$ cat src/sv/hds_pkg.sv
// ---------------------------------------------------------------------------
// hds_pkg
// shared types, constants and the arctangent table of the steering block
// ---------------------------------------------------------------------------
`timescale 1ns / 1ps

package hds_pkg;

  // default values of the top-level parameters
  localparam int ANGLE_BITS_DEF   = 16;
  localparam int SPEED_BITS_DEF   = 16;
  localparam int CORDIC_STEPS_DEF = 16;

  // fixed field widths
  localparam int HEAD_W    = 16;
  localparam int SPEED_W   = 17;
  localparam int REG_W     = 15;
  localparam int MODE_W    = 2;
  localparam int CFG_IDX_W = 3;

  // cordic vector width: 16 bit input scaled by 256, gain and sign headroom
  localparam int CORDIC_W = 27;
  // iteration index for the arctangent table and the shifter
  localparam int STEP_W   = 5;
  // radicand is at most 32 bits, two bits per step
  localparam int SQRT_STEPS = 16;
  localparam int ROOT_W     = 16;
  localparam int REM_W      = 17;

  // register reset values
  localparam logic [REG_W-1:0] HARD_THR_RST  = 15'd16384;
  localparam logic [REG_W-1:0] SOFT_THR_RST  = 15'd12743;
  localparam logic [REG_W-1:0] NO_THR_RST    = 15'd1820;
  localparam logic [REG_W-1:0] MAX_SPEED_RST = 15'd2560;

  typedef enum logic [MODE_W-1:0] {
    MODE_STRAIGHT = 2'd0,
    MODE_SOFT     = 2'd1,
    MODE_HARD     = 2'd2
  } mode_e;

  typedef enum logic [CFG_IDX_W-1:0] {
    REG_HARD_THR  = 3'd0,
    REG_SOFT_THR  = 3'd1,
    REG_NO_THR    = 3'd2,
    REG_MAX_SPEED = 3'd3
  } cfg_reg_e;

  typedef enum logic [2:0] {
    ST_IDLE,
    ST_SQX,
    ST_SQY,
    ST_ITER,
    ST_MODE,
    ST_DIV,
    ST_MUL,
    ST_OUT
  } state_e;

  typedef struct packed {
    logic              load;
    logic              sq_x;
    logic              sq_y;
    logic              cordic_en;
    logic              sqrt_en;
    logic [STEP_W-1:0] step;
    logic              mode_upd;
    logic              div_en;
    logic              div_first;
    logic              mul;
    logic              result;
  } dp_cmd_t;

  typedef struct packed {
    logic need_div;
    logic out_free;
  } dp_status_t;

  // atan(2^-i) in units of 2^32 per turn
  function automatic logic [31:0] atan_turn(input logic [STEP_W-1:0] idx);
    logic [31:0] v;
    unique case (idx)
      5'd0:    v = 32'h20000000;
      5'd1:    v = 32'h12E4051E;
      5'd2:    v = 32'h09FB385B;
      5'd3:    v = 32'h051111D4;
      5'd4:    v = 32'h028B0D43;
      5'd5:    v = 32'h0145D7E1;
      5'd6:    v = 32'h00A2F61E;
      5'd7:    v = 32'h00517C55;
      5'd8:    v = 32'h0028BE53;
      5'd9:    v = 32'h00145F2F;
      5'd10:   v = 32'h000A2F98;
      5'd11:   v = 32'h000517CC;
      5'd12:   v = 32'h00028BE6;
      5'd13:   v = 32'h000145F3;
      5'd14:   v = 32'h0000A2FA;
      5'd15:   v = 32'h0000517D;
      5'd16:   v = 32'h000028BE;
      5'd17:   v = 32'h0000145F;
      5'd18:   v = 32'h00000A30;
      5'd19:   v = 32'h00000518;
      5'd20:   v = 32'h0000028C;
      5'd21:   v = 32'h00000146;
      5'd22:   v = 32'h000000A3;
      5'd23:   v = 32'h00000051;
      default: v = 32'h00000000;
    endcase
    return v;
  endfunction

endpackage

$ cat src/sv/hds_ctrl.sv
// ---------------------------------------------------------------------------
// hds_ctrl
// sequencer: squares, cordic and root iterations, mode update, divide, output
// ---------------------------------------------------------------------------
`timescale 1ns / 1ps

module hds_ctrl #(
  parameter int SPEED_BITS   = hds_pkg::SPEED_BITS_DEF,
  parameter int CORDIC_STEPS = hds_pkg::CORDIC_STEPS_DEF
) (
  input  logic                   clk_i,
  input  logic                   rst_ni,
  input  logic                   in_valid_i,
  output logic                   in_ready_o,
  output hds_pkg::dp_cmd_t       cmd_o,
  input  hds_pkg::dp_status_t    status_i
);

  localparam int ITER_N = (CORDIC_STEPS > hds_pkg::SQRT_STEPS) ? CORDIC_STEPS
                                                              : hds_pkg::SQRT_STEPS;
  localparam int DIV_N  = SPEED_BITS + 1;
  localparam int MAX_N  = (ITER_N > DIV_N) ? ITER_N : DIV_N;
  localparam int CNT_W  = $clog2(MAX_N + 1);

  hds_pkg::state_e state_q, state_d;
  logic [CNT_W-1:0] cnt_q, cnt_d;
  logic             iter_last;
  logic             div_last;

  assign iter_last = (cnt_q == CNT_W'(ITER_N - 1));
  assign div_last  = (cnt_q == CNT_W'(DIV_N - 1));

  always_ff @(posedge clk_i or negedge rst_ni) begin
    if (!rst_ni) begin
      state_q <= hds_pkg::ST_IDLE;
      cnt_q   <= '0;
    end else begin
      state_q <= state_d;
      cnt_q   <= cnt_d;
    end
  end

  // next state
  always_comb begin
    state_d = state_q;
    unique case (state_q)
      hds_pkg::ST_IDLE: if (in_valid_i) state_d = hds_pkg::ST_SQX;
      hds_pkg::ST_SQX:  state_d = hds_pkg::ST_SQY;
      hds_pkg::ST_SQY:  state_d = hds_pkg::ST_ITER;
      hds_pkg::ST_ITER: if (iter_last) state_d = hds_pkg::ST_MODE;
      hds_pkg::ST_MODE: begin
        state_d = status_i.need_div ? hds_pkg::ST_DIV : hds_pkg::ST_OUT;
      end
      hds_pkg::ST_DIV:  if (div_last) state_d = hds_pkg::ST_MUL;
      hds_pkg::ST_MUL:  state_d = hds_pkg::ST_OUT;
      hds_pkg::ST_OUT:  if (status_i.out_free) state_d = hds_pkg::ST_IDLE;
      default:          state_d = hds_pkg::ST_IDLE;
    endcase
  end

  // step counter restarts on every state change
  always_comb begin
    if (state_d != state_q) begin
      cnt_d = '0;
    end else if (state_q == hds_pkg::ST_ITER || state_q == hds_pkg::ST_DIV) begin
      cnt_d = cnt_q + CNT_W'(1);
    end else begin
      cnt_d = cnt_q;
    end
  end

  // datapath commands
  always_comb begin
    cmd_o      = '0;
    in_ready_o = 1'b0;
    unique case (state_q)
      hds_pkg::ST_IDLE: begin
        in_ready_o = 1'b1;
        cmd_o.load = in_valid_i;
      end
      hds_pkg::ST_SQX:  cmd_o.sq_x = 1'b1;
      hds_pkg::ST_SQY:  cmd_o.sq_y = 1'b1;
      hds_pkg::ST_ITER: begin
        cmd_o.cordic_en = (cnt_q < CNT_W'(CORDIC_STEPS));
        cmd_o.sqrt_en   = (cnt_q < CNT_W'(hds_pkg::SQRT_STEPS));
        cmd_o.step      = hds_pkg::STEP_W'(cnt_q);
      end
      hds_pkg::ST_MODE: cmd_o.mode_upd = 1'b1;
      hds_pkg::ST_DIV: begin
        cmd_o.div_en    = 1'b1;
        cmd_o.div_first = (cnt_q == '0);
      end
      hds_pkg::ST_MUL:  cmd_o.mul = 1'b1;
      hds_pkg::ST_OUT:  cmd_o.result = status_i.out_free;
      default: ;
    endcase
  end

endmodule

$ cat src/sv/hds_datapath.sv
// ---------------------------------------------------------------------------
// hds_datapath
// cordic angle, integer root, turn mode, soft offset divider and wheel output
// ---------------------------------------------------------------------------
`timescale 1ns / 1ps

module hds_datapath #(
  parameter int ANGLE_BITS = hds_pkg::ANGLE_BITS_DEF,
  parameter int SPEED_BITS = hds_pkg::SPEED_BITS_DEF
) (
  input  logic                                clk_i,
  input  logic                                rst_ni,
  input  hds_pkg::dp_cmd_t                    cmd_i,
  output hds_pkg::dp_status_t                 status_o,
  input  logic signed [hds_pkg::HEAD_W-1:0]   heading_x_i,
  input  logic signed [hds_pkg::HEAD_W-1:0]   heading_y_i,
  input  logic                                cfg_valid_i,
  input  logic [hds_pkg::CFG_IDX_W-1:0]       cfg_idx_i,
  input  logic [hds_pkg::REG_W-1:0]           cfg_data_i,
  input  logic                                out_ready_i,
  output logic                                out_valid_o,
  output logic signed [hds_pkg::SPEED_W-1:0]  left_speed_o,
  output logic signed [hds_pkg::SPEED_W-1:0]  right_speed_o,
  output logic [hds_pkg::MODE_W-1:0]          turn_mode_o
);

  localparam int CW      = hds_pkg::CORDIC_W;
  localparam int RW      = hds_pkg::REG_W;
  localparam int SW      = hds_pkg::SPEED_W;
  localparam int QW      = SPEED_BITS + 1;
  localparam int PW      = QW + RW;
  localparam int SH      = ANGLE_BITS - 16;
  localparam int SH_R    = (SH > 0) ? SH : 0;
  localparam int SH_L    = (SH < 0) ? -SH : 0;
  localparam int RND_POS = (SH_R > 0) ? SH_R - 1 : 0;
  localparam logic [ANGLE_BITS:0]   Z_RND = (SH > 0) ? ((ANGLE_BITS+1)'(1) << RND_POS) : '0;
  localparam logic [ANGLE_BITS-1:0] Z_PI  = {1'b1, {(ANGLE_BITS-1){1'b0}}};
  localparam logic [32:0]           T_RND = 33'(1) << (31 - ANGLE_BITS);

  // configuration
  logic [RW-1:0] hard_thr_q, soft_thr_q, no_thr_q, max_speed_q;
  hds_pkg::mode_e mode_q, mode_nx;
  logic           out_valid_q;

  // operands
  logic signed [hds_pkg::HEAD_W-1:0] hx_q, hy_q;
  logic                              zero_q;

  // cordic
  logic signed [CW-1:0]     x_q, y_q, x_nx, y_nx, x_ld, y_ld, x_sh, y_sh, x0, y0;
  logic [ANGLE_BITS-1:0]    z_q, z_nx, t_step;
  logic [32:0]              t_sum, t_shr;
  logic [ANGLE_BITS:0]      z_sum;
  logic [47:0]              z_wide, a16_w;
  logic signed [15:0]       ang;
  logic [15:0]              mag;
  logic                     rot_neg;

  // squares and root
  logic signed [hds_pkg::HEAD_W-1:0] sq_op;
  logic signed [31:0]                sq_prod;
  logic [31:0]                       sq_q;
  logic [hds_pkg::REM_W-1:0]         rem_q, rem_nx;
  logic [hds_pkg::ROOT_W-1:0]        root_q, root_nx;
  logic [hds_pkg::REM_W+1:0]         rem_sh, root_trial;

  // mode, divide, multiply
  logic [15:0]     mag_q;
  logic [RW-1:0]   base_q, base;
  logic            ang_pos_q;
  logic [RW-1:0]   r_q, r_nx, off_q;
  logic [QW-1:0]   q_q;
  logic            div_bit, div_ge;
  logic [RW:0]     div_trial, div_diff;
  logic [PW-1:0]   prod_bq;

  // result
  logic signed [SW-1:0] base_s, off_s, max_s, slow, fast;
  logic signed [SW-1:0] left_q, right_q;
  logic [hds_pkg::MODE_W-1:0] turn_q;

  // ---------------- cordic ----------------
  always_comb begin
    x0   = CW'(heading_x_i) <<< 8;
    y0   = CW'(heading_y_i) <<< 8;
    x_ld = heading_x_i[15] ? -x0 : x0;
    y_ld = heading_x_i[15] ? -y0 : y0;
  end

  assign t_sum  = {1'b0, hds_pkg::atan_turn(cmd_i.step)} + T_RND;
  assign t_shr  = t_sum >> (32 - ANGLE_BITS);
  assign t_step = t_shr[ANGLE_BITS-1:0];

  assign x_sh    = x_q >>> cmd_i.step;
  assign y_sh    = y_q >>> cmd_i.step;
  assign rot_neg = !y_q[CW-1] && (y_q != '0);

  always_comb begin
    if (rot_neg) begin
      x_nx = x_q + y_sh;
      y_nx = y_q - x_sh;
      z_nx = z_q + t_step;
    end else begin
      x_nx = x_q - y_sh;
      y_nx = y_q + x_sh;
      z_nx = z_q - t_step;
    end
  end

  // bring the accumulator to 16 bits per turn, round to nearest
  assign z_sum  = {1'b0, z_q} + Z_RND;
  assign z_wide = 48'(z_sum);
  assign a16_w  = (z_wide >> SH_R) << SH_L;
  assign ang    = zero_q ? '0 : $signed(a16_w[15:0]);
  assign mag    = ang[15] ? 16'(-ang) : 16'(ang);

  // ---------------- squares and root ----------------
  assign sq_op   = cmd_i.sq_y ? hy_q : hx_q;
  assign sq_prod = sq_op * sq_op;

  always_comb begin
    rem_sh     = {rem_q, sq_q[31:30]};
    root_trial = {root_q, 2'b01};
    if (rem_sh >= root_trial) begin
      rem_nx  = hds_pkg::REM_W'(rem_sh - root_trial);
      root_nx = {root_q[hds_pkg::ROOT_W-2:0], 1'b1};
    end else begin
      rem_nx  = hds_pkg::REM_W'(rem_sh);
      root_nx = {root_q[hds_pkg::ROOT_W-2:0], 1'b0};
    end
  end

  assign base = (root_q < {1'b0, max_speed_q}) ? root_q[RW-1:0] : max_speed_q;

  // ---------------- turn mode with hysteresis ----------------
  always_comb begin
    mode_nx = mode_q;
    if (mode_nx == hds_pkg::MODE_HARD && mag <= {1'b0, soft_thr_q}) begin
      mode_nx = hds_pkg::MODE_SOFT;
    end
    if (mode_nx == hds_pkg::MODE_SOFT) begin
      if (mag > {1'b0, hard_thr_q}) begin
        mode_nx = hds_pkg::MODE_HARD;
      end else if (mag <= {1'b0, no_thr_q}) begin
        mode_nx = hds_pkg::MODE_STRAIGHT;
      end
    end
    if (mode_nx == hds_pkg::MODE_STRAIGHT) begin
      if (mag > {1'b0, hard_thr_q}) begin
        mode_nx = hds_pkg::MODE_HARD;
      end else if (mag > {1'b0, no_thr_q}) begin
        mode_nx = hds_pkg::MODE_SOFT;
      end
    end
  end

  // ---------------- soft offset divide ----------------
  // soft mode implies mag <= hard threshold, so the quotient has SPEED_BITS+1 bits
  assign div_bit   = cmd_i.div_first ? mag_q[0] : 1'b0;
  assign div_trial = {r_q, div_bit};
  assign div_ge    = (div_trial >= {1'b0, hard_thr_q});
  assign div_diff  = div_trial - {1'b0, hard_thr_q};
  assign r_nx      = div_ge ? div_diff[RW-1:0] : div_trial[RW-1:0];
  assign prod_bq   = PW'(base_q) * PW'(q_q);

  // ---------------- wheel speeds ----------------
  always_comb begin
    base_s = $signed({2'b00, base_q});
    off_s  = $signed({2'b00, off_q});
    max_s  = $signed({2'b00, max_speed_q});
    unique case (mode_q)
      hds_pkg::MODE_SOFT: begin
        slow = base_s - off_s;
        fast = base_s + off_s;
      end
      hds_pkg::MODE_HARD: begin
        slow = -max_s;
        fast = max_s;
      end
      default: begin
        slow = base_s;
        fast = base_s;
      end
    endcase
  end

  // ---------------- control registers ----------------
  always_ff @(posedge clk_i or negedge rst_ni) begin
    if (!rst_ni) begin
      hard_thr_q  <= hds_pkg::HARD_THR_RST;
      soft_thr_q  <= hds_pkg::SOFT_THR_RST;
      no_thr_q    <= hds_pkg::NO_THR_RST;
      max_speed_q <= hds_pkg::MAX_SPEED_RST;
      mode_q      <= hds_pkg::MODE_STRAIGHT;
      out_valid_q <= 1'b0;
    end else begin
      if (cfg_valid_i) begin
        unique case (cfg_idx_i)
          hds_pkg::REG_HARD_THR:  hard_thr_q  <= cfg_data_i;
          hds_pkg::REG_SOFT_THR:  soft_thr_q  <= cfg_data_i;
          hds_pkg::REG_NO_THR:    no_thr_q    <= cfg_data_i;
          hds_pkg::REG_MAX_SPEED: max_speed_q <= cfg_data_i;
          default: ;
        endcase
      end
      if (cmd_i.mode_upd) begin
        mode_q <= mode_nx;
      end
      if (cmd_i.result) begin
        out_valid_q <= 1'b1;
      end else if (out_ready_i) begin
        out_valid_q <= 1'b0;
      end
    end
  end

  // ---------------- payload registers ----------------
  always_ff @(posedge clk_i) begin
    if (cmd_i.load) begin
      hx_q   <= heading_x_i;
      hy_q   <= heading_y_i;
      zero_q <= (heading_x_i == '0) && (heading_y_i == '0);
      x_q    <= x_ld;
      y_q    <= y_ld;
      z_q    <= heading_x_i[15] ? Z_PI : '0;
    end else if (cmd_i.cordic_en) begin
      x_q <= x_nx;
      y_q <= y_nx;
      z_q <= z_nx;
    end

    if (cmd_i.sq_x) begin
      sq_q   <= 32'(sq_prod);
      rem_q  <= '0;
      root_q <= '0;
    end else if (cmd_i.sq_y) begin
      sq_q <= sq_q + 32'(sq_prod);
    end else if (cmd_i.sqrt_en) begin
      sq_q   <= sq_q << 2;
      rem_q  <= rem_nx;
      root_q <= root_nx;
    end

    if (cmd_i.mode_upd) begin
      mag_q     <= mag;
      base_q    <= base;
      ang_pos_q <= !ang[15] && (ang != '0);
      r_q       <= mag[RW:1];
      q_q       <= '0;
      off_q     <= '0;
    end else if (cmd_i.div_en) begin
      r_q <= r_nx;
      q_q <= {q_q[QW-2:0], div_ge};
    end else if (cmd_i.mul) begin
      off_q <= prod_bq[SPEED_BITS+RW-1:SPEED_BITS];
    end

    if (cmd_i.result) begin
      left_q  <= ang_pos_q ? slow : fast;
      right_q <= ang_pos_q ? fast : slow;
      turn_q  <= mode_q;
    end
  end

  assign status_o.need_div = (mode_nx == hds_pkg::MODE_SOFT) && (hard_thr_q != '0);
  assign status_o.out_free = !out_valid_q || out_ready_i;

  assign out_valid_o   = out_valid_q;
  assign left_speed_o  = left_q;
  assign right_speed_o = right_q;
  assign turn_mode_o   = turn_q;

endmodule

$ cat src/sv/hysteretic_differential_steering.sv
// ---------------------------------------------------------------------------
// hysteretic_differential_steering
// heading vector to left/right wheel speeds with a hysteretic turn mode
// ---------------------------------------------------------------------------
// usage:
//   input beat (in_valid_i/in_ready_o): signed Q8.8 heading_x_i, heading_y_i
//   output beat (out_valid_o/out_ready_i): left/right speed and turn mode
//   config beat (cfg_valid_i/cfg_ready_o): cfg_idx_i 0 hard threshold,
//   1 soft threshold, 2 no-turn threshold, 3 max speed; other indexes ignored;
//   write only while no item is in flight
// timing:
//   one item at a time; the sequencer runs the two squares, then the shared
//   cordic and root iterations, the mode update and the output; in soft turn
//   with a nonzero hard threshold a serial divide and multiply come between
//   the mode update and the output
//   the next beat can be taken in the cycle after the result is registered
// reset: thresholds and max speed return to defaults, mode to straight
// stall: a result waits in the output register; a new beat is still taken
//   and worked on, and its result waits until that register is free
// ---------------------------------------------------------------------------
`timescale 1ns / 1ps

module hysteretic_differential_steering #(
  parameter int ANGLE_BITS   = hds_pkg::ANGLE_BITS_DEF,
  parameter int SPEED_BITS   = hds_pkg::SPEED_BITS_DEF,
  parameter int CORDIC_STEPS = hds_pkg::CORDIC_STEPS_DEF
) (
  input  logic                                clk_i,
  input  logic                                rst_ni,
  input  logic                                in_valid_i,
  output logic                                in_ready_o,
  input  logic signed [hds_pkg::HEAD_W-1:0]   heading_x_i,
  input  logic signed [hds_pkg::HEAD_W-1:0]   heading_y_i,
  output logic                                out_valid_o,
  input  logic                                out_ready_i,
  output logic signed [hds_pkg::SPEED_W-1:0]  left_speed_o,
  output logic signed [hds_pkg::SPEED_W-1:0]  right_speed_o,
  output logic [hds_pkg::MODE_W-1:0]          turn_mode_o,
  input  logic                                cfg_valid_i,
  output logic                                cfg_ready_o,
  input  logic [hds_pkg::CFG_IDX_W-1:0]       cfg_idx_i,
  input  logic [hds_pkg::REG_W-1:0]           cfg_data_i
);

  hds_pkg::dp_cmd_t    cmd;
  hds_pkg::dp_status_t status;

  // registers accept a write on any cycle
  assign cfg_ready_o = 1'b1;

  hds_ctrl #(
    .SPEED_BITS   (SPEED_BITS),
    .CORDIC_STEPS (CORDIC_STEPS)
  ) u_ctrl (
    .clk_i      (clk_i),
    .rst_ni     (rst_ni),
    .in_valid_i (in_valid_i),
    .in_ready_o (in_ready_o),
    .cmd_o      (cmd),
    .status_i   (status)
  );

  hds_datapath #(
    .ANGLE_BITS (ANGLE_BITS),
    .SPEED_BITS (SPEED_BITS)
  ) u_datapath (
    .clk_i         (clk_i),
    .rst_ni        (rst_ni),
    .cmd_i         (cmd),
    .status_o      (status),
    .heading_x_i   (heading_x_i),
    .heading_y_i   (heading_y_i),
    .cfg_valid_i   (cfg_valid_i),
    .cfg_idx_i     (cfg_idx_i),
    .cfg_data_i    (cfg_data_i),
    .out_ready_i   (out_ready_i),
    .out_valid_o   (out_valid_o),
    .left_speed_o  (left_speed_o),
    .right_speed_o (right_speed_o),
    .turn_mode_o   (turn_mode_o)
  );

endmodule

$ cat config.mk
export PLATFORM = sky130hd
export DESIGN_NAME = hysteretic_differential_steering
export DESIGN_NICKNAME = d
export VERILOG_FILES = /design/src/sv/hds_pkg.sv /design/src/sv/hds_ctrl.sv /design/src/sv/hds_datapath.sv /design/src/sv/hysteretic_differential_steering.sv
export SDC_FILE = /design/constraint.sdc
export NUM_CORES = 2
export LEC_CHECK = 0
export ABC_AREA = 1
export ABC_CLOCK_PERIOD_IN_PS = 11780
export BUFFER_PORTS_ARGS = -buffer_cell sky130_fd_sc_hd__buf_4
export CAP_MARGIN = 10
export CORE_MARGIN = 2
export CORE_UTILIZATION = 44
export CTS_CLUSTER_SIZE = 16
export DETAILED_ROUTE_END_ITERATION = 6
export GPL_TIMING_DRIVEN = 0
export HOLD_SLACK_MARGIN = 0.05
export MAX_ROUTING_LAYER = met4
export PLACE_DENSITY = 0.7
export SETUP_SLACK_MARGIN = 0.02
export SLEW_MARGIN = 20
export SYNTH_ARGS = -nofsm -noshare
export SYNTH_HDL_FRONTEND = slang
export SYNTH_SLANG_ARGS = --single-unit
$ cat constraint.sdc
create_clock -name clk_i -period 11.78 [get_ports clk_i]
set_input_delay 2.945 -clock clk_i [delete_from_list [all_inputs] [get_ports clk_i]]
set_output_delay 2.945 -clock clk_i [all_outputs]
set_load 0.1 [all_outputs]
==> flow_results.xml <==
<?xml version="1.0" encoding="UTF-8"?>
<metrics>
  <group name="layout">
    <metric name="layout.cells.most_common" unit="">nand2_1</metric>
    <metric name="diodes" unit="">0</metric>
    <metric name="drive_above_1_share" unit="%">4.79</metric>
    <metric name="area_growth" unit="%">8.68</metric>
    <metric name="fillerInstances" unit="">10500</metric>
    <metric name="final_cell_mix" unit="">nand2_1, inv_1, nand3_1</metric>
    <metric name="area.sequential" unit="um^2">9170</metric>
    <metric name="final_cells" unit="">7994</metric>
    <metric name="multi_input_area" unit="um^2">32100</metric>
    <metric name="nNetsFinal" unit="">7471</metric>
  </group>
  <group name="logic_synthesis">
    <metric name="synth_area_per_cell" unit="um^2">7.25</metric>
    <metric name="synth-async-reset-ratio" unit="%">21.0</metric>
    <metric name="syn_nets" unit="">7332</metric>
    <metric name="synth_seq_cells" unit="">338</metric>
    <metric name="synth-warning-count" unit="">0</metric>
    <metric name="ys_types" unit="">70</metric>
    <metric name="edff_count_synth" unit="">202</metric>
    <metric name="synth_cells" unit="">6430</metric>
    <metric name="synth_sequential_area_ratio" unit="%">19.7</metric>
    <metric name="ys_flop_type" unit="">edfxtp_1</metric>
    <metric name="mappedNetlistArea" unit="um^2">46600</metric>
  </group>
  <group name="route">
    <metric name="routed_length_per_placed_instance" unit="um">18.9</metric>
    <metric name="dr_total_vias" unit="">43700</metric>
    <metric name="detailedRoute.firstIterationViolations" unit="">3612</metric>
    <metric name="detail_route.wirelength" unit="um">151000</metric>
    <metric name="post_route_antenna_net_violation_count" unit="">0</metric>
    <metric name="drt-pass1-iter-count" unit="">6</metric>
    <metric name="dr_vias_cell" unit="">5.46</metric>
    <metric name="drc_errors" unit="">0</metric>
  </group>
  <group name="timing">
    <metric name="worstMarginPinSlew" unit="ps">1120</metric>
    <metric name="post-route-period-util" unit="%">90.2</metric>
    <metric name="fin_crit" unit="ps">10630</metric>
    <metric name="final.setup.tns" unit="ps">0</metric>
    <metric name="fin_worst_skew" unit="ps">43.1</metric>
    <metric name="setup_viol_count_final" unit="">0</metric>
    <metric name="unrepaired_setup_endpoints_after_global_routing" unit="">false</metric>
    <metric name="fmax" unit="GHz">0.0941</metric>
    <metric name="final_hold_violation_count" unit="">0</metric>
    <metric name="timing.final.max_slew_violations" unit="">0</metric>
    <metric name="max_slew_margin" unit="%">24.5</metric>
  </group>
  <group name="grt">
    <metric name="grt_pass1_wl" unit="um">236000</metric>
    <metric name="initial_antenna_violation_count" unit="">1</metric>
    <metric name="largest_net_degree_at_the_start_of_global_routing" unit="">72</metric>
    <metric name="globalRouteTotalUtil" unit="%">28.5</metric>
    <metric name="grt_overflow" unit="">0</metric>
    <metric name="grt_pass1_vias" unit="">42800</metric>
  </group>
  <group name="floorplanning">
    <metric name="chipWidth" unit="um">330</metric>
    <metric name="core_region_area" unit="um^2">105000</metric>
    <metric name="start_util" unit="%">44.3</metric>
    <metric name="fp.dieArea" unit="um^2">109000</metric>
    <metric name="floorplan.rows" unit="">119</metric>
    <metric name="pin_count" unit="">94</metric>
    <metric name="die-height" unit="um">330</metric>
  </group>
  <group name="setup_path">
    <metric name="cp.arrival" unit="ps">10950</metric>
    <metric name="cp-end-kind" unit="">register</metric>
    <metric name="crit_type" unit="">reg -&gt; reg</metric>
    <metric name="critical-path-max-stage-delay" unit="ps">920</metric>
    <metric name="critPathLaunch" unit="">u_ctrl.state_q[1]$_DFF_PN0_</metric>
    <metric name="worst_ep_required_time" unit="ps">12100</metric>
    <metric name="crit_fanout" unit="">10</metric>
    <metric name="setup.worst_path.start_class" unit="">register</metric>
    <metric name="critical_path.reg2reg.startpoint" unit="">u_ctrl.state_q[1]$_DFF_PN0_</metric>
    <metric name="critPathMostFrequentCell" unit="">nand2_1</metric>
    <metric name="worst_path_max_delay_cell" unit="">o21ai_1</metric>
  </group>
  <group name="clock_tree">
    <metric name="insertion_delay" unit="ps">600</metric>
    <metric name="cts.sinks" unit="">338</metric>
    <metric name="post_cts_resized" unit="">0</metric>
    <metric name="path_clk_slew" unit="ps">60</metric>
    <metric name="clock_tree.root_cell" unit="">clkbuf_16</metric>
    <metric name="numCtsBuffers" unit="">42</metric>
    <metric name="htree_num_levels" unit="">2</metric>
    <metric name="post_cts_hold_buffer_count" unit="">0</metric>
    <metric name="post_cts.repair.setup_buffers" unit="">0</metric>
    <metric name="tritoncts" unit="">built</metric>
    <metric name="cts_buffer_depth" unit="">3</metric>
  </group>
  <group name="flow_run">
    <metric name="cap_violations" unit="">0</metric>
  </group>
  <group name="placement">
    <metric name="count_of_buffers_inserted_at_the_top_level_ports" unit="">92</metric>
    <metric name="gp_congestion" unit="">0.993</metric>
    <metric name="place_hpwl" unit="um">124000</metric>
    <metric name="placedCellCount" unit="">7916</metric>
  </group>
  <group name="outcome">
    <metric name="status" unit="">finished, final reports clean</metric>
  </group>
  <group name="worst_hold_path">
    <metric name="timing.hold.worst.start" unit="">u_datapath.no_thr_q[6]$_DFFE_PN0P_</metric>
    <metric name="worstHoldPathType" unit="">reg -&gt; reg</metric>
  </group>
</metrics>
-- Yosys cell counts (all sizes together), types with 27 or more instances --
| library cell | count | area [um^2] |
|---|---|---|
| a21oi | 377 | 1890 |
| a31oi | 27 | 169 |
| buf | 67 | 338 |
| clkbuf | 154 | 578 |
| dfrtp | 54 | 1350 |
| dfxtp | 65 | 1300 |
| edfxtp | 202 | 6070 |
| fa | 434 | 8690 |
| ha | 413 | 5170 |
| inv | 1190 | 4470 |
| nand2 | 1559 | 5880 |
| nand3 | 446 | 2240 |
| nand4 | 44 | 288 |
| nor2 | 414 | 1660 |
| nor3 | 75 | 375 |
| o211ai | 44 | 330 |
| o21ai | 442 | 2230 |
| o21bai | 29 | 218 |
| o22ai | 38 | 244 |
| xnor2 | 60 | 526 |
| xor2 | 101 | 885 |
-- per-layer routing --
layer | global-route usage, % | up-vias | wire, um
li1 | - | 20800 | -
met1 | 36.4 | 21000 | 64100
met2 | 47.0 | 1564 | 71600
met3 | 3.04 | 296 | 9310
met4 | 10.4 | 0 | 6210
met5 | - | - | 0
-- per-stage QoR --
step	area, um^2	worst slack (ps)	util, %	hold slack (ps)
2_1_floorplan	46600	3350	-	453
3_3_place_gp	49100	1200	46.6	470
3_5_place_dp	49200	1140	46.7	477
4_1_cts	50700	1080	48.1	488
5_1_grt	50700	525	48.1	514
6_report	50700	1150	48.1	491
-- path summary, 6_finish.rpt --
check                                                             end  slack [ps]  cells after the start
min in group asynchronous         u_datapath.no_thr_q[13]$_DFFE_PN0P_        2480                      1
max in group asynchronous       u_datapath.max_speed_q[4]$_DFFE_PN0P_        8700                      1
worst min register to register     u_datapath.no_thr_q[6]$_DFFE_PN0P_         490                      2
worst max register to register          u_datapath.sq_q[30]$_DFFE_PP_        1150                     42
worst min-delay path               u_datapath.no_thr_q[6]$_DFFE_PN0P_         490                      2
worst max-delay path                    u_datapath.sq_q[30]$_DFFE_PP_        1150                     42
-- worst max-delay path: cells and delay by family (launching register included) --
family | cells | cell delay, ps
AO/OA/AOI/OAI | 8 | 2350
XOR/XNOR | 2 | 400
adder cells (fa/ha/maj) | 8 | 3610
buffers and inverters | 9 | 1540
flip-flops | 1 | 520
AND/OR/NAND/NOR | 15 | 1900
-- flip-flops by register name, indices dropped and copies added (netlist names), 2 cells and up --
signal	count
u_datapath.r_q	15
u_datapath.soft_thr_q	15
u_datapath.left_speed_o	17
u_datapath.rem_q	17
u_datapath.off_q	15
u_ctrl.cnt_q	5
u_datapath.z_q	16
u_datapath.root_q	16
u_datapath.mode_q	2
u_datapath.max_speed_q	15
u_datapath.y_q	27
u_datapath.q_q	17
u_datapath.hx_q	16
u_datapath.hy_q	16
u_datapath.hard_thr_q	15
u_ctrl.state_q	3
u_datapath.right_speed_o	16
u_datapath.no_thr_q	15
u_datapath.base_q	15
u_datapath.turn_mode_o	2
u_datapath.x_q	27
u_datapath.sq_q	32
-- kinds of logic (layout without fill, tap and decap cells) --
group	Yosys count	count (layout)	share of synthesized area, %
AOI/OAI and AO/OA	1054	1054	12.6
xor gates and xnor gates	161	161	3.02
adders and majority gates	847	847	29.7
buffers and inverters	1422	1595	11.6
DFF	338	338	19.7
muxes	2	2	0.0429
other	1	1	0.00804
and+or+nand+nor	2605	2605	23.4
-- area by class of cell --
type / instances / area share [%]
tap: 1391 / 3.43
sequential: 338 / 18.1
buffer: 221 / 1.82
inverter: 1201 / 8.90
clock buffer: 57 / 2.39
clock inverter: 21 / 0.558
timing repair buffer: 95 / 1.51
multi-input combinational: 4670 / 63.3
Power is not shown: default switching activity piles up to over one toggle a cycle in this logic, so the estimate is an artifact.
